**src/design/hfke_pkg.sv**
```systemverilog
// shared constants, event codes and the queued job record for the frame-to-event block
package hfke_pkg;

  localparam logic [7:0] FRAME_MAGIC   = 8'h57;
  localparam logic [7:0] KIND_KEYBOARD = 8'h02;
  localparam logic [7:0] KIND_MOUSE    = 8'h05;
  localparam logic [7:0] MODIFIER_BASE = 8'h80;

  localparam int INPUT_SLOTS = 6;
  localparam int SLOT_IDX_W  = $clog2(INPUT_SLOTS);
  localparam int MOD_BITS    = 8;
  localparam int MOD_IDX_W   = $clog2(MOD_BITS);
  localparam int BTN_MAX     = 8;
  localparam int BTN_IDX_W   = $clog2(BTN_MAX);

  // pending-event vector layout, keyboard: releases, modifiers, presses
  localparam int REL_IDX   = 0;
  localparam int MOD_IDX   = REL_IDX + INPUT_SLOTS;
  localparam int PRESS_IDX = MOD_IDX + MOD_BITS;
  localparam int EV_MAX    = PRESS_IDX + INPUT_SLOTS;
  // mouse: move first, then buttons
  localparam int MOVE_IDX  = 0;
  localparam int BTN_IDX   = 1;
  localparam int EV_IDX_W  = $clog2(EV_MAX);

  localparam int QUEUE_DEPTH = 2;

  typedef enum logic [2:0] {
    EV_KEY_PRESS   = 3'd0,
    EV_KEY_RELEASE = 3'd1,
    EV_MOUSE_MOVE  = 3'd2,
    EV_BTN_PRESS   = 3'd3,
    EV_BTN_RELEASE = 3'd4
  } ev_kind_t;

  typedef struct packed {
    logic                                is_mouse;
    logic [EV_MAX-1:0]                   pend;
    logic [INPUT_SLOTS-1:0][7:0]         old_keys;
    logic [INPUT_SLOTS-1:0][7:0]         new_keys;
    logic [MOD_BITS-1:0]                 mods;
    logic [BTN_MAX-1:0]                  btns;
  } job_t;

endpackage

```
**src/design/hid_frame_to_key_events_top.sv**
```systemverilog
// top level of the frame-to-key-event converter
// Takes one keyboard or mouse frame per transaction and emits its key, modifier,
// move and button events serially, one event per clock while the output is not
// stalled; a frame causes up to twenty events, each passing through the single
// event output register. The front end diffs a frame against the held report in
// the cycle it is accepted and queues the work in a two-entry queue, so frames
// keep being accepted one per clock until the queue is full; frames that cause
// nothing are accepted but never enter the queue. The last event of each frame
// carries last_event, and the back end loads the next queued job in the same
// cycle as it registers that last event.
module hid_frame_to_key_events_top #(
  parameter int KEY_SLOTS    = 6,
  parameter int BUTTON_COUNT = 3
) (
  input  logic              clk,
  input  logic              rst,
  input  logic              in_valid,
  output logic              in_ready,
  input  logic              frame_nonempty,
  input  logic [7:0]        frame_magic,
  input  logic [7:0]        frame_kind,
  input  logic [7:0]        modifier_bits,
  input  logic [7:0]        button_bits,
  input  logic [7:0]        slot_a,
  input  logic [7:0]        slot_b,
  input  logic [7:0]        slot_c,
  input  logic [7:0]        slot_d,
  input  logic [7:0]        slot_e,
  input  logic [7:0]        slot_f,
  output logic              out_valid,
  input  logic              out_ready,
  output logic [2:0]        event_kind,
  output logic [7:0]        event_code,
  output logic signed [7:0] move_x,
  output logic signed [7:0] move_y,
  output logic signed [7:0] move_wheel,
  output logic              last_event
);
  import hfke_pkg::*;

  job_t push_job;
  job_t head_job;
  logic push;
  logic full;
  logic pop;
  logic head_valid;

  assign in_ready = !full;

  hfke_front #(
    .KEY_SLOTS    (KEY_SLOTS),
    .BUTTON_COUNT (BUTTON_COUNT)
  ) u_front (
    .clk            (clk),
    .rst            (rst),
    .in_valid       (in_valid),
    .in_ready       (in_ready),
    .frame_nonempty (frame_nonempty),
    .frame_magic    (frame_magic),
    .frame_kind     (frame_kind),
    .modifier_bits  (modifier_bits),
    .button_bits    (button_bits),
    .slot_a         (slot_a),
    .slot_b         (slot_b),
    .slot_c         (slot_c),
    .slot_d         (slot_d),
    .slot_e         (slot_e),
    .slot_f         (slot_f),
    .push           (push),
    .job            (push_job)
  );

  hfke_queue u_queue (
    .clk        (clk),
    .rst        (rst),
    .push       (push),
    .push_job   (push_job),
    .full       (full),
    .pop        (pop),
    .head_valid (head_valid),
    .head_job   (head_job)
  );

  hfke_back u_back (
    .clk        (clk),
    .rst        (rst),
    .head_valid (head_valid),
    .head_job   (head_job),
    .pop        (pop),
    .out_valid  (out_valid),
    .out_ready  (out_ready),
    .event_kind (event_kind),
    .event_code (event_code),
    .move_x     (move_x),
    .move_y     (move_y),
    .move_wheel (move_wheel),
    .last_event (last_event)
  );

endmodule

```
**src/design/hfke_front.sv**
```systemverilog
// front end: frame check, report diff against held state, job build
module hfke_front #(
  parameter int KEY_SLOTS    = 6,
  parameter int BUTTON_COUNT = 3
) (
  input  logic              clk,
  input  logic              rst,
  input  logic              in_valid,
  input  logic              in_ready,
  input  logic              frame_nonempty,
  input  logic [7:0]        frame_magic,
  input  logic [7:0]        frame_kind,
  input  logic [7:0]        modifier_bits,
  input  logic [7:0]        button_bits,
  input  logic [7:0]        slot_a,
  input  logic [7:0]        slot_b,
  input  logic [7:0]        slot_c,
  input  logic [7:0]        slot_d,
  input  logic [7:0]        slot_e,
  input  logic [7:0]        slot_f,
  output logic              push,
  output hfke_pkg::job_t    job
);
  import hfke_pkg::*;

  localparam int USED_SLOTS = (KEY_SLOTS < INPUT_SLOTS) ? KEY_SLOTS : INPUT_SLOTS;

  logic [USED_SLOTS-1:0][7:0]   prev_keys;
  logic [MOD_BITS-1:0]          prev_mods;
  logic [BUTTON_COUNT-1:0]      prev_btns;

  logic [INPUT_SLOTS-1:0][7:0]  now_keys;
  logic [BUTTON_COUNT-1:0]      btn_now;
  logic                         frame_ok;
  logic                         is_kbd;
  logic                         is_mouse;
  logic                         fire;
  logic [USED_SLOTS-1:0]        rel;
  logic [USED_SLOTS-1:0]        press;

  assign now_keys = {slot_f, slot_e, slot_d, slot_c, slot_b, slot_a};
  assign btn_now  = button_bits[BUTTON_COUNT-1:0];
  assign frame_ok = frame_nonempty && (frame_magic == FRAME_MAGIC);
  assign is_kbd   = frame_ok && (frame_kind == KIND_KEYBOARD);
  assign is_mouse = frame_ok && (frame_kind == KIND_MOUSE);
  assign fire     = in_valid && in_ready;

  // per-slot membership tests of old against new report and back
  always_comb begin
    for (int i = 0; i < USED_SLOTS; i++) begin
      logic hit_new;
      logic hit_old;
      hit_new = 1'b0;
      hit_old = 1'b0;
      for (int j = 0; j < USED_SLOTS; j++) begin
        if (now_keys[j] == prev_keys[i]) hit_new = 1'b1;
        if (prev_keys[j] == now_keys[i]) hit_old = 1'b1;
      end
      rel[i]   = (prev_keys[i] != 8'd0) && !hit_new;
      press[i] = (now_keys[i] != 8'd0) && !hit_old;
    end
  end

  always_comb begin
    job          = '0;
    job.is_mouse = is_mouse;
    job.new_keys = now_keys;
    job.mods     = modifier_bits;
    job.btns[BUTTON_COUNT-1:0] = btn_now;
    for (int i = 0; i < USED_SLOTS; i++) begin
      job.old_keys[i] = prev_keys[i];
    end
    if (is_kbd) begin
      for (int i = 0; i < USED_SLOTS; i++) begin
        job.pend[REL_IDX + i]   = rel[i];
        job.pend[PRESS_IDX + i] = press[i];
      end
      job.pend[MOD_IDX +: MOD_BITS] = modifier_bits ^ prev_mods;
    end else if (is_mouse) begin
      job.pend[MOVE_IDX] = 1'b1;
      job.pend[BTN_IDX +: BUTTON_COUNT] = btn_now ^ prev_btns;
    end
  end

  // frames with nothing to report are not queued; a valid keyboard frame still updates held state
  assign push = fire && (job.pend != '0);

  always_ff @(posedge clk) begin
    if (rst) begin
      prev_keys <= '0;
      prev_mods <= '0;
      prev_btns <= '0;
    end else if (fire) begin
      if (is_kbd) begin
        for (int i = 0; i < USED_SLOTS; i++) begin
          prev_keys[i] <= now_keys[i];
        end
        prev_mods <= modifier_bits;
      end
      if (is_mouse) begin
        prev_btns <= btn_now;
      end
    end
  end

endmodule

```
**src/design/hfke_queue.sv**
```systemverilog
// short job queue between front and back ends
module hfke_queue (
  input  logic            clk,
  input  logic            rst,
  input  logic            push,
  input  hfke_pkg::job_t  push_job,
  output logic            full,
  input  logic            pop,
  output logic            head_valid,
  output hfke_pkg::job_t  head_job
);
  import hfke_pkg::*;

  localparam int PTR_W = (QUEUE_DEPTH > 1) ? $clog2(QUEUE_DEPTH) : 1;
  localparam int CNT_W = $clog2(QUEUE_DEPTH + 1);

  job_t             mem [QUEUE_DEPTH];
  logic [PTR_W-1:0] wr_ptr;
  logic [PTR_W-1:0] rd_ptr;
  logic [CNT_W-1:0] count;

  assign full       = (count == CNT_W'(QUEUE_DEPTH));
  assign head_valid = (count != '0);
  assign head_job   = mem[rd_ptr];

  always_ff @(posedge clk) begin
    if (push) begin
      mem[wr_ptr] <= push_job;
    end
  end

  always_ff @(posedge clk) begin
    if (rst) begin
      wr_ptr <= '0;
      rd_ptr <= '0;
      count  <= '0;
    end else begin
      if (push) begin
        wr_ptr <= (wr_ptr == PTR_W'(QUEUE_DEPTH - 1)) ? '0 : wr_ptr + 1'b1;
      end
      if (pop) begin
        rd_ptr <= (rd_ptr == PTR_W'(QUEUE_DEPTH - 1)) ? '0 : rd_ptr + 1'b1;
      end
      if (push && !pop) begin
        count <= count + 1'b1;
      end else if (pop && !push) begin
        count <= count - 1'b1;
      end
    end
  end

  a_no_overflow: assert property (@(posedge clk) disable iff (rst)
    !(push && full))
    else $error("queue write while full");

  a_no_underflow: assert property (@(posedge clk) disable iff (rst)
    pop |-> head_valid)
    else $error("queue read while empty");

endmodule

```
**src/design/hfke_back.sv**
```systemverilog
// back end: job events go in order, one per clock unless stalled, into the output register
module hfke_back (
  input  logic            clk,
  input  logic            rst,
  input  logic            head_valid,
  input  hfke_pkg::job_t  head_job,
  output logic            pop,
  output logic            out_valid,
  input  logic            out_ready,
  output logic [2:0]      event_kind,
  output logic [7:0]      event_code,
  output logic signed [7:0] move_x,
  output logic signed [7:0] move_y,
  output logic signed [7:0] move_wheel,
  output logic            last_event
);
  import hfke_pkg::*;

  job_t                 cur;
  logic                 cur_valid;
  logic [EV_IDX_W-1:0]  idx;
  logic [EV_MAX-1:0]    rest;
  logic                 emit;
  logic                 done;
  ev_kind_t             d_kind;
  logic [7:0]           d_code;
  logic [7:0]           d_x;
  logic [7:0]           d_y;
  logic [7:0]           d_w;
  logic [BTN_IDX_W-1:0] bsel;
  logic [MOD_IDX_W-1:0] msel;

  // lowest pending event goes first
  always_comb begin
    idx = '0;
    for (int i = EV_MAX - 1; i >= 0; i--) begin
      if (cur.pend[i]) idx = EV_IDX_W'(i);
    end
  end

  assign rest = cur.pend & (cur.pend - 1'b1);
  assign emit = cur_valid && (!out_valid || out_ready);
  assign done = emit && (rest == '0);
  assign pop  = head_valid && (!cur_valid || done);
  assign bsel = BTN_IDX_W'(idx - EV_IDX_W'(BTN_IDX));
  assign msel = MOD_IDX_W'(idx - EV_IDX_W'(MOD_IDX));

  always_comb begin
    d_kind = EV_KEY_PRESS;
    d_code = 8'd0;
    d_x    = 8'd0;
    d_y    = 8'd0;
    d_w    = 8'd0;
    if (cur.is_mouse) begin
      if (idx == EV_IDX_W'(MOVE_IDX)) begin
        d_kind = EV_MOUSE_MOVE;
        d_x    = cur.new_keys[0];
        d_y    = cur.new_keys[1];
        d_w    = cur.new_keys[2];
      end else begin
        d_kind = cur.btns[bsel] ? EV_BTN_PRESS : EV_BTN_RELEASE;
        d_code = 8'd1 << bsel;
      end
    end else if (idx < EV_IDX_W'(MOD_IDX)) begin
      d_kind = EV_KEY_RELEASE;
      d_code = cur.old_keys[SLOT_IDX_W'(idx - EV_IDX_W'(REL_IDX))];
    end else if (idx < EV_IDX_W'(PRESS_IDX)) begin
      d_kind = cur.mods[msel] ? EV_KEY_PRESS : EV_KEY_RELEASE;
      d_code = MODIFIER_BASE | 8'(msel);
    end else begin
      d_kind = EV_KEY_PRESS;
      d_code = cur.new_keys[SLOT_IDX_W'(idx - EV_IDX_W'(PRESS_IDX))];
    end
  end

  always_ff @(posedge clk) begin
    if (rst) begin
      cur_valid <= 1'b0;
      out_valid <= 1'b0;
    end else begin
      // next job loads in the same cycle the last event of this one leaves
      if (pop) begin
        cur       <= head_job;
        cur_valid <= 1'b1;
      end else if (done) begin
        cur_valid <= 1'b0;
      end else if (emit) begin
        cur.pend <= rest;
      end
      if (emit) begin
        out_valid  <= 1'b1;
        event_kind <= d_kind;
        event_code <= d_code;
        move_x     <= d_x;
        move_y     <= d_y;
        move_wheel <= d_w;
        last_event <= done;
      end else if (out_ready) begin
        out_valid <= 1'b0;
      end
    end
  end

  a_job_nonempty: assert property (@(posedge clk) disable iff (rst)
    cur_valid |-> (cur.pend != '0))
    else $error("held job has no pending events");

  a_more_follows: assert property (@(posedge clk) disable iff (rst)
    (out_valid && !last_event) |-> cur_valid)
    else $error("non-final event shown with no job in progress");

endmodule
```
**config.mk**
```make
export PLATFORM = sky130hd
export DESIGN_NAME = hid_frame_to_key_events_top
export DESIGN_NICKNAME = d
export VERILOG_FILES = /design/src/design/hfke_pkg.sv /design/src/design/hid_frame_to_key_events_top.sv /design/src/design/hfke_front.sv /design/src/design/hfke_queue.sv /design/src/design/hfke_back.sv
export SDC_FILE = /design/constraint.sdc
export NUM_CORES = 1
export LEC_CHECK = 0
export BUFFER_PORTS_ARGS = -buffer_cell sky130_fd_sc_hd__clkbuf_2
export CAP_MARGIN = 20
export CORE_UTILIZATION = 40
export DETAILED_ROUTE_END_ITERATION = 8
export SYNTH_ARGS = -nofsm -noshare
export SYNTH_HDL_FRONTEND = slang
export SYNTH_SLANG_ARGS = --single-unit
```
**constraint.sdc**
```tcl
create_clock -name clk -period 12.4 [get_ports clk]
set_input_delay 2.48 -clock clk [delete_from_list [all_inputs] [get_ports clk]]
set_output_delay 2.48 -clock clk [all_outputs]
set_load 0.03 [all_outputs]
```
==> flow_metrics.py <==
metrics = {
    "yosys": {
        "ys_top_cells_by_count": "edfxtp_1, xnor2_1, nand2_1, clkbuf_1, mux2_2",
        "synthXorXnorAreaFrac": 0.115,
        "synthCells": 1816,
        "synth_fa_ha_area_frac": 0.00512,
        "synth-compound-area-share": 0.0516,
        "ys_top_cells_by_area": "edfxtp_1, xnor2_1, dfxtp_1",
        "synth_top_cell_area_share": 0.549,
        "postSynthAreaPerCell_um2": 12.7,
        "yosys.area.top_type": "edfxtp_1",
        "synth_top_family_by_area": "XOR/XNOR gates",
        "yosys.area_share.simple": 0.102,
        "muxShareOfSynthArea": 0.0905,
        "yosysMostFrequentCell": "edfxtp_1",
        "postSynth.asyncResetShare": 0,
        "synth_fp_nets": 1908,
        "synth_edf_count": 420,
        "synth_seq_area_share": 0.606,
        "syn_area_mm2": 0.0230,
        "yosys_warnings": 0,
        "ys_types": 63,
        "ys.flop_type": "edfxtp_1",
        "synth_seq_cells": 486,
    },
    "clock_tree": {
        "cts_root_buf": "clkbuf_16",
        "hold_buffers": 0,
        "postCtsResizedCells": 0,
        "clock_path_buffers": 3,
        "cts_tree": "done",
        "clock-sinks": 486,
        "post_cts_buffers": 0,
        "h-tree-depth": 2,
        "cts.clk_slew.worst_paths_ns": 0.06,
        "clkLatencyLatePin_ns": 0.63,
        "cts_made_buffers": 50,
    },
    "timing": {
        "fin_skew_ns": 0.0571,
        "slew_violations": 0,
        "hold_viol_final": 0,
        "clock.fmax_mhz": 138,
        "finalCritPeriodShare": 0.583,
        "totalNegativeSetupSlack_ns": 0,
        "tightest_slew_ns": 1.09,
        "slew_headroom": 0.276,
        "worst_slack_ns": 5.17,
        "whs_ns": 0.468,
        "rsz0062_at_grt": "false",
        "finalSetupViolCount": 0,
        "final.min_clock_period_ns": 7.23,
    },
    "die": {
        "start_util": 0.406,
        "die_w_um": 242,
        "core_mm2": 0.0566,
        "io_pins": 123,
        "num_rows": 87,
        "fp.dieH_um": 242,
        "die_area_mm2": 0.0584,
    },
    "power_and_ir_drop": {
        "power.total_mw": 4.42,
        "powerDensity_mw_per_mm2": 171,
        "irDropWorstVdd_uv": 120,
        "p_leak_nw": 7.81,
    },
    "layout": {
        "postLayoutCoreUtil": 0.456,
        "area_delta_synth_final_pct": 12.3,
        "drive_gt1_frac": 0.186,
        "finalNonFillerCells": 2647,
        "final_nets": 1941,
        "final_area_mm2": 0.0258,
    },
    "detailed_routing": {
        "drc_errors": 0,
        "routed_wl_mm": 64.7,
        "vias": 14752,
        "drt_iter0_drc": 1434,
        "post_drt_via_cell_ratio": 5.57,
        "drt_pre_antenna_iters": 5,
        "wl_per_cell_um": 24.4,
        "drtAntennaViolNets": 0,
    },
    "setup_path": {
        "start_kind": "primary input",
        "r2r_cells": 10,
        "crit_path_max_fanout": 61,
        "cp.arrival_ns": 7.47,
        "crit_type": "primary input to register",
        "required_ns": 12.64,
        "critPathCaptureType": "register",
    },
    "placement": {
        "io_buffers": 117,
        "post_dp_cell_area_mm2": 0.0241,
        "post-dp-hpwl_mm": 43.6,
        "dp.cells": 2551,
        "place_congestion": 0.929,
        "place_ws_ns": 4.60,
    },
    "global_route": {
        "grt_usage": 0.220,
        "grt_max_degree": 71,
        "grt_first_pass_wirelength_mm": 96.3,
        "grt_remaining_overflow": 0,
        "antenna_found_initial": 1,
        "grt_pass1_vias": 14596,
    },
    "min_path": {
        "hp-class": "register to register",
        "min_path_cells": 2,
    },
    "run_status": {
        "status": "complete, no violations",
    },
    "run": {
        "cap_violations": 0,
    },
}
registers in the layout (all words and copies together), names as in the netlist, 2 cells and up, named ones only:
name / flops
u_front.prev_mods: 8
u_back.cur: 128
u_back.move_wheel: 8
u_queue.count: 2
u_front.job: 48
u_back.move_y: 8
u_back.event_code: 8
u_back.event_kind: 3
u_queue.mem: 256
u_front.prev_btns: 3
u_back.move_x: 8
cells in the final DEF (no fill, tap or decap), drive strengths merged, types with 27 or more instances in the layout:
cell type    n
mux2i       74
mux2       113
xnor2      299
o21ai       29
dfxtp       66
a21oi       74
nor2        94
nor4        30
clkbuf     180
and2        27
edfxtp     420
nand2      148
nand4       81
final cells by class:
class	count	area (um2)
clock inverters	31	387
inverters	22	82.6
fillers	5077	30800
repair buffers	135	731
flip-flops and latches	486	13900
clock buffers	62	1320
diodes	1	2.50
multi-input cells	1154	8420
well taps	756	946
critical path, cell delays in order:
cell	delay [ns]
clkbuf_2	0.07
or4b_2	0.70
nor4_4	0.89
o211ai_1	0.43
or4b_2	0.82
nand4_1	0.13
o41ai_1	0.13
clkbuf_2	0.17
nor2_4	0.73
buf_4	0.84
routing by layer:
metal | routed length [um] | up-vias | GRT usage
li1 | - | 6672 | -
met2 | 30500 | 513 | 0.353
met5 | 0 | - | 0
met3 | 3850 | 108 | 0.0330
met4 | 1730 | 0 | 0.0733
met1 | 28600 | 7459 | 0.305
where the power goes:
part | total, mW | leakage [nW] | internal [mW] | switching, mW
combinational | 0.875 | 2.73 | 0.316 | 0.559
clock | 1.55 | 0.831 | 0.908 | 0.643
sequential | 2.00 | 4.24 | 1.93 | 0.0681
path summary, 6_finish.rpt:
check / from / slack, ns / end
setup / recovery: frame_magic[3] / 5.17 / u_queue.mem[1][102]
hold reg to reg: u_front.prev_mods[4] / 0.47 / u_front.prev_mods[4]
hold / removal: u_front.prev_mods[4] / 0.47 / u_front.prev_mods[4]
setup reg to reg: u_front.job[98] / 7.32 / u_queue.mem[1][102]
cell families after synthesis:
family | after synthesis
adder cells (fa/ha/maj) | 10
AO/OA/AOI/OAI | 187
buffers and inverters | 176
multiplexers | 190
XOR/XNOR | 302
AND/OR/NAND/NOR | 465
flip-flops | 486
No activity file was read; power rests on OpenSTA's default activity.
